**src/hw/rtl/assert_macros.svh**
```systemverilog
// Assertion shorthands shared by the front, queue and back RTL files.
`ifndef ASSERT_MACROS_SVH
`define ASSERT_MACROS_SVH

// Same-cycle implication.
`define ASSERT_IMPLIES(label, clk, rst, ante, cons, msg) \
  label: assert property (@(posedge clk) disable iff (rst) (ante) |-> (cons)) else $error(msg);

// Next-cycle implication.
`define ASSERT_NEXT(label, clk, rst, ante, cons, msg) \
  label: assert property (@(posedge clk) disable iff (rst) (ante) |=> (cons)) else $error(msg);

`endif

```
**src/hw/rtl/nrg_pkg.sv**
```systemverilog
package nrg_pkg;

  localparam int SAMPLE_W = 16;
  localparam int VOL_W = 7;
  localparam int STEP_W = 20;
  localparam int PHASE_W = 20;
  localparam int FRAC_BITS = 16;
  localparam int MAX_REPEAT = 16;
  localparam int QUEUE_DEPTH = 2;

  localparam int CFG_INDEX_W = 2;
  localparam int CFG_DATA_W = 20;

  localparam logic [CFG_INDEX_W-1:0] REG_PHASE_STEP = 2'd0;
  localparam logic [CFG_INDEX_W-1:0] REG_MONO_MODE = 2'd1;
  localparam logic [CFG_INDEX_W-1:0] REG_VOLUME = 2'd2;

  localparam logic [STEP_W-1:0] STEP_RESET = STEP_W'(1 << FRAC_BITS);
  localparam logic [VOL_W-1:0] VOL_RESET = VOL_W'(100);
  localparam logic [VOL_W-1:0] VOL_MAX = VOL_W'(100);

  localparam logic [PHASE_W-1:0] ONE_FRAME = PHASE_W'(1 << FRAC_BITS);
  localparam logic [STEP_W-1:0] MIN_STEP =
    STEP_W'(((1 << FRAC_BITS) + MAX_REPEAT - 1) / MAX_REPEAT);
  localparam int CNT_W = (MAX_REPEAT > 1) ? $clog2(MAX_REPEAT) : 1;

  localparam logic signed [SAMPLE_W-1:0] SAMPLE_MAX = 16'sd32767;
  localparam logic signed [SAMPLE_W-1:0] SAMPLE_MIN = -16'sd32768;

  typedef struct packed {
    logic signed [SAMPLE_W-1:0] left_sample;
    logic signed [SAMPLE_W-1:0] right_sample;
  } in_word_t;

  typedef struct packed {
    logic signed [SAMPLE_W-1:0] out_left;
    logic signed [SAMPLE_W-1:0] out_right;
    logic                       last_of_frame;
  } out_word_t;

  typedef struct packed {
    logic signed [SAMPLE_W-1:0] left;
    logic signed [SAMPLE_W-1:0] right;
  } pair_t;

  typedef struct packed {
    logic [STEP_W-1:0] phase_step;
    logic              mono_mode;
    logic [VOL_W-1:0]  volume_percent;
  } cfg_t;

endpackage

```
**src/hw/rtl/nrg_front.sv**
```systemverilog
`include "assert_macros.svh"

module nrg_front (
  input  logic                clk,
  input  logic                rst,
  input  nrg_pkg::cfg_t       cfg,
  input  logic                in_valid,
  output logic                in_ready,
  input  nrg_pkg::in_word_t   in_word,
  output logic                push_valid,
  input  logic                push_ready,
  output nrg_pkg::pair_t      push_word
);

  localparam int PROD_W = nrg_pkg::SAMPLE_W + nrg_pkg::VOL_W;
  localparam int MAG_W = PROD_W - 1;
  localparam int RECIP_SHIFT = 29;
  localparam int RECIP_W = 23;
  localparam int RPROD_W = MAG_W + RECIP_W;
  localparam int QUOT_W = nrg_pkg::SAMPLE_W + 1;
  localparam logic [RECIP_W-1:0] RECIP_C = RECIP_W'(((1 << RECIP_SHIFT) + 99) / 100);

  localparam logic [1:0] ST_IDLE = 2'd0;
  localparam logic [1:0] ST_MUL = 2'd1;
  localparam logic [1:0] ST_RECIP = 2'd2;
  localparam logic [1:0] ST_PUSH = 2'd3;

  logic [1:0] state;
  logic signed [nrg_pkg::SAMPLE_W-1:0] smp_l, smp_r;
  logic [nrg_pkg::VOL_W-1:0] vol;
  logic signed [PROD_W-1:0] prod_l, prod_r;
  logic [QUOT_W-1:0] quot_l, quot_r;
  logic neg_l, neg_r;
  logic [MAG_W-1:0] mag_l, mag_r;
  logic [RPROD_W-1:0] rprod_l, rprod_r;
  logic signed [PROD_W-1:0] vol_s;

  function automatic logic signed [nrg_pkg::SAMPLE_W-1:0] saturate(
    input logic neg,
    input logic [QUOT_W-1:0] q
  );
    logic signed [QUOT_W-1:0] sq;
    sq = neg ? -$signed(q) : $signed(q);
    if (sq > QUOT_W'(nrg_pkg::SAMPLE_MAX)) begin
      return nrg_pkg::SAMPLE_MAX;
    end else if (sq < QUOT_W'(nrg_pkg::SAMPLE_MIN)) begin
      return nrg_pkg::SAMPLE_MIN;
    end
    return sq[nrg_pkg::SAMPLE_W-1:0];
  endfunction

  // The reciprocal is rounded up; for magnitudes below 2^22 the floor is exact.
  always_comb begin
    vol_s = $signed({{(PROD_W-nrg_pkg::VOL_W){1'b0}}, vol});
    mag_l = prod_l[PROD_W-1] ? MAG_W'(-prod_l) : MAG_W'(prod_l);
    mag_r = prod_r[PROD_W-1] ? MAG_W'(-prod_r) : MAG_W'(prod_r);
    rprod_l = RPROD_W'(mag_l) * RPROD_W'(RECIP_C);
    rprod_r = RPROD_W'(mag_r) * RPROD_W'(RECIP_C);
  end

  assign in_ready = (state == ST_IDLE);
  assign push_valid = (state == ST_PUSH);
  assign push_word.left = saturate(neg_l, quot_l);
  assign push_word.right = saturate(neg_r, quot_r);

  always_ff @(posedge clk) begin
    if (rst) begin
      state <= ST_IDLE;
    end else begin
      unique case (state)
        ST_IDLE: begin
          if (in_valid) begin
            state <= ST_MUL;
          end
        end
        ST_MUL: state <= ST_RECIP;
        ST_RECIP: state <= ST_PUSH;
        ST_PUSH: begin
          if (push_ready) begin
            state <= ST_IDLE;
          end
        end
        default: state <= ST_IDLE;
      endcase
    end
  end

  always_ff @(posedge clk) begin
    if (state == ST_IDLE && in_valid) begin
      smp_l <= in_word.left_sample;
      smp_r <= cfg.mono_mode ? in_word.left_sample : in_word.right_sample;
      vol <= (cfg.volume_percent > nrg_pkg::VOL_MAX) ? nrg_pkg::VOL_MAX
                                                     : cfg.volume_percent;
    end
    if (state == ST_MUL) begin
      prod_l <= PROD_W'(smp_l) * vol_s;
      prod_r <= PROD_W'(smp_r) * vol_s;
    end
    if (state == ST_RECIP) begin
      quot_l <= rprod_l[RECIP_SHIFT +: QUOT_W];
      quot_r <= rprod_r[RECIP_SHIFT +: QUOT_W];
      neg_l <= prod_l[PROD_W-1];
      neg_r <= prod_r[PROD_W-1];
    end
  end

endmodule

```
**src/hw/rtl/nrg_queue.sv**
```systemverilog
`include "assert_macros.svh"

module nrg_queue (
  input  logic           clk,
  input  logic           rst,
  input  logic           push_valid,
  output logic           push_ready,
  input  nrg_pkg::pair_t push_word,
  output logic           pop_valid,
  input  logic           pop_ready,
  output nrg_pkg::pair_t pop_word
);

  localparam int PTR_W = $clog2(nrg_pkg::QUEUE_DEPTH);
  localparam int COUNT_W = $clog2(nrg_pkg::QUEUE_DEPTH + 1);

  nrg_pkg::pair_t entries [nrg_pkg::QUEUE_DEPTH];
  logic [PTR_W-1:0] wr_ptr, rd_ptr;
  logic [COUNT_W-1:0] count;
  logic push, pop;

  assign push_ready = (count != COUNT_W'(nrg_pkg::QUEUE_DEPTH));
  assign pop_valid = (count != '0);
  assign pop_word = entries[rd_ptr];
  assign push = push_valid && push_ready;
  assign pop = pop_valid && pop_ready;

  // The depth is a power of two, so the pointers wrap on their own.
  always_ff @(posedge clk) begin
    if (rst) begin
      wr_ptr <= '0;
      rd_ptr <= '0;
      count <= '0;
    end else begin
      if (push) begin
        wr_ptr <= wr_ptr + PTR_W'(1);
      end
      if (pop) begin
        rd_ptr <= rd_ptr + PTR_W'(1);
      end
      if (push && !pop) begin
        count <= count + COUNT_W'(1);
      end else if (pop && !push) begin
        count <= count - COUNT_W'(1);
      end
    end
  end

  always_ff @(posedge clk) begin
    if (push) begin
      entries[wr_ptr] <= push_word;
    end
  end

  `ASSERT_NEXT(a_count_up, clk, rst, push && !pop, count == $past(count) + COUNT_W'(1), "Queue count did not follow a push.")

endmodule

```
**src/hw/rtl/nrg_back.sv**
```systemverilog
`include "assert_macros.svh"

module nrg_back (
  input  logic               clk,
  input  logic               rst,
  input  nrg_pkg::cfg_t      cfg,
  input  logic               pop_valid,
  output logic               pop_ready,
  input  nrg_pkg::pair_t     pop_word,
  output logic               out_valid,
  input  logic               out_ready,
  output nrg_pkg::out_word_t out_word
);

  localparam int SUM_W = nrg_pkg::PHASE_W + 1;

  logic busy;
  logic [nrg_pkg::PHASE_W-1:0] phase;
  logic [nrg_pkg::CNT_W-1:0] cnt;
  nrg_pkg::pair_t cur;
  logic [nrg_pkg::STEP_W-1:0] step_eff;
  logic [SUM_W-1:0] sum;
  logic load, last_flag;

  assign step_eff = (cfg.phase_step < nrg_pkg::MIN_STEP) ? nrg_pkg::MIN_STEP
                                                         : cfg.phase_step;
  assign sum = SUM_W'(phase) + SUM_W'(step_eff);
  assign load = busy && (!out_valid || out_ready);
  assign last_flag = (sum >= SUM_W'(nrg_pkg::ONE_FRAME)) ||
                     (cnt == nrg_pkg::CNT_W'(nrg_pkg::MAX_REPEAT - 1));
  assign pop_ready = !busy;

  always_ff @(posedge clk) begin
    if (rst) begin
      busy <= 1'b0;
      phase <= '0;
      cnt <= '0;
      out_valid <= 1'b0;
    end else begin
      if (pop_valid && pop_ready) begin
        if (phase >= nrg_pkg::ONE_FRAME) begin
          phase <= phase - nrg_pkg::ONE_FRAME;
        end else begin
          busy <= 1'b1;
          cnt <= '0;
        end
      end
      if (load) begin
        cnt <= cnt + nrg_pkg::CNT_W'(1);
        if (last_flag) begin
          busy <= 1'b0;
          phase <= nrg_pkg::PHASE_W'(sum - SUM_W'(nrg_pkg::ONE_FRAME));
        end else begin
          phase <= sum[nrg_pkg::PHASE_W-1:0];
        end
      end
      if (load) begin
        out_valid <= 1'b1;
      end else if (out_ready) begin
        out_valid <= 1'b0;
      end
    end
  end

  always_ff @(posedge clk) begin
    if (pop_valid && pop_ready) begin
      cur <= pop_word;
    end
    if (load) begin
      out_word.out_left <= cur.left;
      out_word.out_right <= cur.right;
      out_word.last_of_frame <= last_flag;
    end
  end

  `ASSERT_IMPLIES(a_busy_phase, clk, rst, busy, phase < nrg_pkg::ONE_FRAME, "Busy with a phase past one frame.")
  `ASSERT_NEXT(a_last_ends, clk, rst, load && last_flag, !busy && out_word.last_of_frame, "Last word did not end the frame.")

endmodule

```
**src/hw/rtl/nearest_resampler_with_gain_top.sv**
```systemverilog
// Channel  Handshake               Word
// in       in_valid / in_ready     in_word (left_sample, right_sample)
// out      out_valid / out_ready   out_word (out_left, out_right, last_of_frame)
// cfg      cfg_valid / cfg_ready   cfg_index, cfg_data
// Each input frame causes n = 0 to 16 output words.
// The front does the gain multiply and the divide by one hundred in its MUL and RECIP states.
// The back emits one output word per cycle while out_ready is high, and takes a new frame only when idle.
// Reset clears the phase, the queue and loads the register reset values.
// A two-entry queue lets the front take new frames while the back is stalled.

module nearest_resampler_with_gain_top (
  input  logic                                clk,
  input  logic                                rst,
  input  logic                                in_valid,
  output logic                                in_ready,
  input  nrg_pkg::in_word_t                   in_word,
  output logic                                out_valid,
  input  logic                                out_ready,
  output nrg_pkg::out_word_t                  out_word,
  input  logic                                cfg_valid,
  output logic                                cfg_ready,
  input  logic [nrg_pkg::CFG_INDEX_W-1:0]     cfg_index,
  input  logic [nrg_pkg::CFG_DATA_W-1:0]      cfg_data
);

  nrg_pkg::cfg_t cfg;
  logic q_push_valid, q_push_ready, q_pop_valid, q_pop_ready;
  nrg_pkg::pair_t q_push_word, q_pop_word;

  assign cfg_ready = 1'b1;

  always_ff @(posedge clk) begin
    if (rst) begin
      cfg.phase_step <= nrg_pkg::STEP_RESET;
      cfg.mono_mode <= 1'b0;
      cfg.volume_percent <= nrg_pkg::VOL_RESET;
    end else if (cfg_valid) begin
      unique case (cfg_index)
        nrg_pkg::REG_PHASE_STEP: cfg.phase_step <= cfg_data[nrg_pkg::STEP_W-1:0];
        nrg_pkg::REG_MONO_MODE: cfg.mono_mode <= cfg_data[0];
        nrg_pkg::REG_VOLUME: cfg.volume_percent <= cfg_data[nrg_pkg::VOL_W-1:0];
        default: begin
        end
      endcase
    end
  end

  nrg_front u_front (
    .clk        (clk),
    .rst        (rst),
    .cfg        (cfg),
    .in_valid   (in_valid),
    .in_ready   (in_ready),
    .in_word    (in_word),
    .push_valid (q_push_valid),
    .push_ready (q_push_ready),
    .push_word  (q_push_word)
  );

  nrg_queue u_queue (
    .clk        (clk),
    .rst        (rst),
    .push_valid (q_push_valid),
    .push_ready (q_push_ready),
    .push_word  (q_push_word),
    .pop_valid  (q_pop_valid),
    .pop_ready  (q_pop_ready),
    .pop_word   (q_pop_word)
  );

  nrg_back u_back (
    .clk        (clk),
    .rst        (rst),
    .cfg        (cfg),
    .pop_valid  (q_pop_valid),
    .pop_ready  (q_pop_ready),
    .pop_word   (q_pop_word),
    .out_valid  (out_valid),
    .out_ready  (out_ready),
    .out_word   (out_word)
  );

endmodule

```
**config.mk**
```make
export PLATFORM = sky130hd
export DESIGN_NAME = nearest_resampler_with_gain_top
export DESIGN_NICKNAME = d
export VERILOG_FILES = /design/src/hw/rtl/nrg_pkg.sv /design/src/hw/rtl/nrg_front.sv /design/src/hw/rtl/nrg_queue.sv /design/src/hw/rtl/nrg_back.sv /design/src/hw/rtl/nearest_resampler_with_gain_top.sv
export VERILOG_INCLUDE_DIRS = /design/src /design/src/hw/rtl
export SDC_FILE = /design/constraint.sdc
export NUM_CORES = 2
export LEC_CHECK = 0
export ABC_AREA = 0
export BUFFER_PORTS_ARGS = -buffer_cell sky130_fd_sc_hd__buf_2
export CAP_MARGIN = 10
export CELL_PAD_IN_SITES_DETAIL_PLACEMENT = 0
export CELL_PAD_IN_SITES_GLOBAL_PLACEMENT = 1
export CORE_MARGIN = 5
export CORE_UTILIZATION = 46
export DETAILED_ROUTE_END_ITERATION = 8
export PLACE_DENSITY_LB_ADDON = 0.1
export SLEW_MARGIN = 20
export SYNTH_ARGS = -nofsm -noshare
export SYNTH_HDL_FRONTEND = slang
export SYNTH_HIERARCHICAL = 1
export SYNTH_SLANG_ARGS = --single-unit
```
**constraint.sdc**
```tcl
create_clock -name clk -period 8.7 [get_ports clk]
set_clock_uncertainty 0.05 [all_clocks]
set_input_delay 1.74 -clock clk [delete_from_list [all_inputs] [get_ports clk]]
set_output_delay 1.74 -clock clk [all_outputs]
set_load 0.02 [all_outputs]
```
==> run summary <==
The count of distinct cell types in the synthesized netlist is 94. The final hold violation count is 0. Clock tree synthesis found a total of 307 sinks. The tools report the number of instances in the synthesized netlist as 3,637. The worst path arrival time was 8.57 ns; the max-slew violation count was 0. The number of core rows was 105; the mean cell area of the mapped netlist was 10.5 µm². The critical path launch point type is a flop. Hold timing on the final database bottoms out at a slack of 0.367 ns. In this run, synthesis produced a sequential element count of 307. The endpoint required time on the critical path came out at 8.93 ns. The worst path uses 95.8% of the clock period. The first global-routing pass estimated 145,000 µm of wire.

The commonest non-fill, non-tap cell in the layout is sky130_fd_sc_hd__inv_1. The library cells used most frequently in the layout, excluding fill and tap cells, are 852 x sky130_fd_sc_hd__inv_1, 573 x sky130_fd_sc_hd__ha_1, 516 x sky130_fd_sc_hd__fa_1. Detailed routing inserted a total of 24,400 vias. Wires add up to 87,600 µm. The tools report the final count of negative-setup-slack endpoints as 0. For this design, the slowest cell found on the critical path is sky130_fd_sc_hd__or4_1. In the final routed layout, each cell accounts on average for 18.0 µm. Clock-pin slew was measured on the worst setup and hold paths at 0.06 ns. The worst setup path is captured at a flop. Setup slack on the critical path of the routed design comes to 0.363 ns. TritonCTS built the clock tree.

The Yosys step of the flow raised 6 warnings. In this run the clock root is driven by a sky130_fd_sc_hd__clkbuf_16. The dominant register cell in the synthesized netlist is sky130_fd_sc_hd__edfxtp_1.

The net count after synthesis was 4,791. Growth of design area from synthesis to finish: 9.15%. Summing every instance area after synthesis gives 38,300 µm². Measured along the y axis, the die boundary spans 298 µm.

In this run the number of H-tree levels came out at 2. The global-route usage over all layers was 20.0%; the worst-case clock buffer depth was 3. Yosys mapped a number of flops with a built-in enable equal to 246.

In this run the tightest slew margin relative to its limit is 25.1%. Based on the critical path, the design can be clocked at up to 120 MHz. The run gives 0 as the hold-fix buffer count after cts. After synthesis, the share of flip-flops with an asynchronous set or reset is 0%. The number of antenna violations at the first check in global routing was 1; the number of nets with antenna violations after detailed routing was 0. For the pin with the worst max-slew slack, the measured transition is 1.12 ns. The run gives 0 as the aggregate global routing overflow.

In this run the count of I/O pins placed on the die edge is 95. The congestion estimate from routability-driven global placement came to 0.925. Max-cap violations in this run came to 0. In the final design database the tool counted 4,929 nets. In this run the tool buffered the top-level ports with 93 buffer cells. The class of the most critical hold timing path is reg -> reg. After the first detailed-routing iteration, the DRC count stood at 1,065.

The critical path is of the reg -> reg type. The post-DP HPWL is 75,100 µm, and the delay of the slowest critical-path stage is 0.55 ns. Largest net degree at the start of global routing: 87.

The run gives 0 as the number of antenna cells inserted. The tools report the part of the Yosys area used for sequential elements as 22.5%. Setup repair after global routing could not meet its margin everywhere. Before CTS, the worst setup slack after placement is 0.159 ns. The via count normalized by instance count is 5.01, and the filler cell count is 7,548.

The tools report the via count of the first global-routing pass as 26,900. The floorplan step defined a die boundary enclosing 89,100 µm². In this run the worst path has a maximum fanout of 5. The tools report the total clock buffers created by CTS as 37. In the final layout, the share of cells above drive strength 1 is 8.92%.

For this run, design rule violations remaining after detail routing come to 0. For the iteration count of the initial detailed-routing pass, the log shows 6. The floorplan die width came out at 298 µm. The total area inside the core boundary comes to 82,200 µm². The run gives 0.56 ns as the worst-skew pair later-pin latency. For the finished layout, the period the worst path requires is 8.34 ns. The minimum setup slack among reg-to-reg paths was 0.36 ns; the initial core utilization was 46.5%. The flow ran to the end, and the final reports show no timing, DRC or antenna violations.
critical path: cells and delay by family, from the launching register on:
family                     cells  cell delay, ns
AOI/OAI and AO/OA              6            1.54
and+or+nand+nor                8            2.01
DFF                            1            0.41
adders and majority gates      8            3.24
buffers and inverters          5            0.44
xor gates and xnor gates       2            0.37
path summary, 6_finish.rpt:
check                                        from                   to  cells after the start
worst max-delay path            u_front/prod_r[5]   u_front/quot_r[14]                     29
worst min-delay path               u_back/cur[31]  u_back/out_word[32]                      0
worst max register to register  u_front/prod_r[5]   u_front/quot_r[14]                     29
worst min register to register     u_back/cur[31]  u_back/out_word[32]                      0
kinds of logic (layout without fill, tap and decap cells):
family / count (synthesis) / after routing / share of synthesized area [%]
xor gates and xnor gates: 165 / 165 / 3.82
and+or+nand+nor: 715 / 715 / 10.2
other: 1 / 1 / 0.00980
adders and majority gates: 1095 / 1095 / 45.9
DFF: 307 / 307 / 22.5
AOI/OAI and AO/OA: 350 / 350 / 6.17
buffers and inverters: 923 / 1086 / 9.13
muxes: 81 / 81 / 2.28
routing by layer:
metal  GRT usage, %  up-vias  part of all wire, %
met5              0        -                    0
met4           3.20        0                  1.6
met3           2.11       89                  3.3
met2           33.1      392                   46
met1           29.3    12000                   49
li1               -    11900                    -
metrics by stage:
step / util (%) / cells / setup TNS, ns / cell area (µm²)
after global routing: 50.8 / 4870 / -0.0631 / 41800
after global placement: 49.0 / 4798 / 0 / 40300
after detailed placement: 49.0 / 4798 / 0 / 40300
final: 50.8 / 4870 / 0 / 41800
after CTS: 50.5 / 4862 / 0 / 41500
after floorplan: - / 3637 / 0 / 38300
flip-flops by register name (all words and copies together), names as in the netlist, 2 cells and up, named ones only:
signal	count
u_front/smp_l	16
u_queue/count	2
u_back/cnt	4
u_front/state	2
u_back/cur	32
u_front/quot_r	16
u_front/prod_l	23
u_back/out_word	33
u_front/vol	7
u_front/quot_l	16
u_back/phase	20
u_front/smp_r	16
u_front/prod_r	23
cfg	28
u_queue/entries	64
cell usage after synthesis, drive strengths merged, types with 55 or more instances:
cell type	number	area, µm²
xor2	64	579
clkbuf	55	208
xnor2	101	885
a21oi	115	587
nor2	114	430
edfxtp	246	7390
nand2b	94	588
ha	578	7230
dfxtp	61	1220
nand2	147	554
inv	855	3210
fa	517	10300
and2	197	1240
o21ai	67	343
repair_timing:
item	CTS	global route
setup buffers	0	7
gates resized for setup	0	27
setup endpoints to repair	0	11
final cells by class:
| class | instances | area (µm²) | share of cell area, % |
|---|---|---|---|
| clock buffer | 44 | 1010 | 2.43 |
| tap | 1070 | 1340 | 3.20 |
| multi-input combinational | 2407 | 26300 | 63.0 |
| clock inverter | 20 | 238 | 0.569 |
| sequential | 307 | 8610 | 20.6 |
| inverter | 855 | 3210 | 7.68 |
| timing repair buffer | 167 | 1030 | 2.47 |
Power is not shown: default switching activity piles up to over one toggle a cycle in this logic, so the estimate is an artifact.
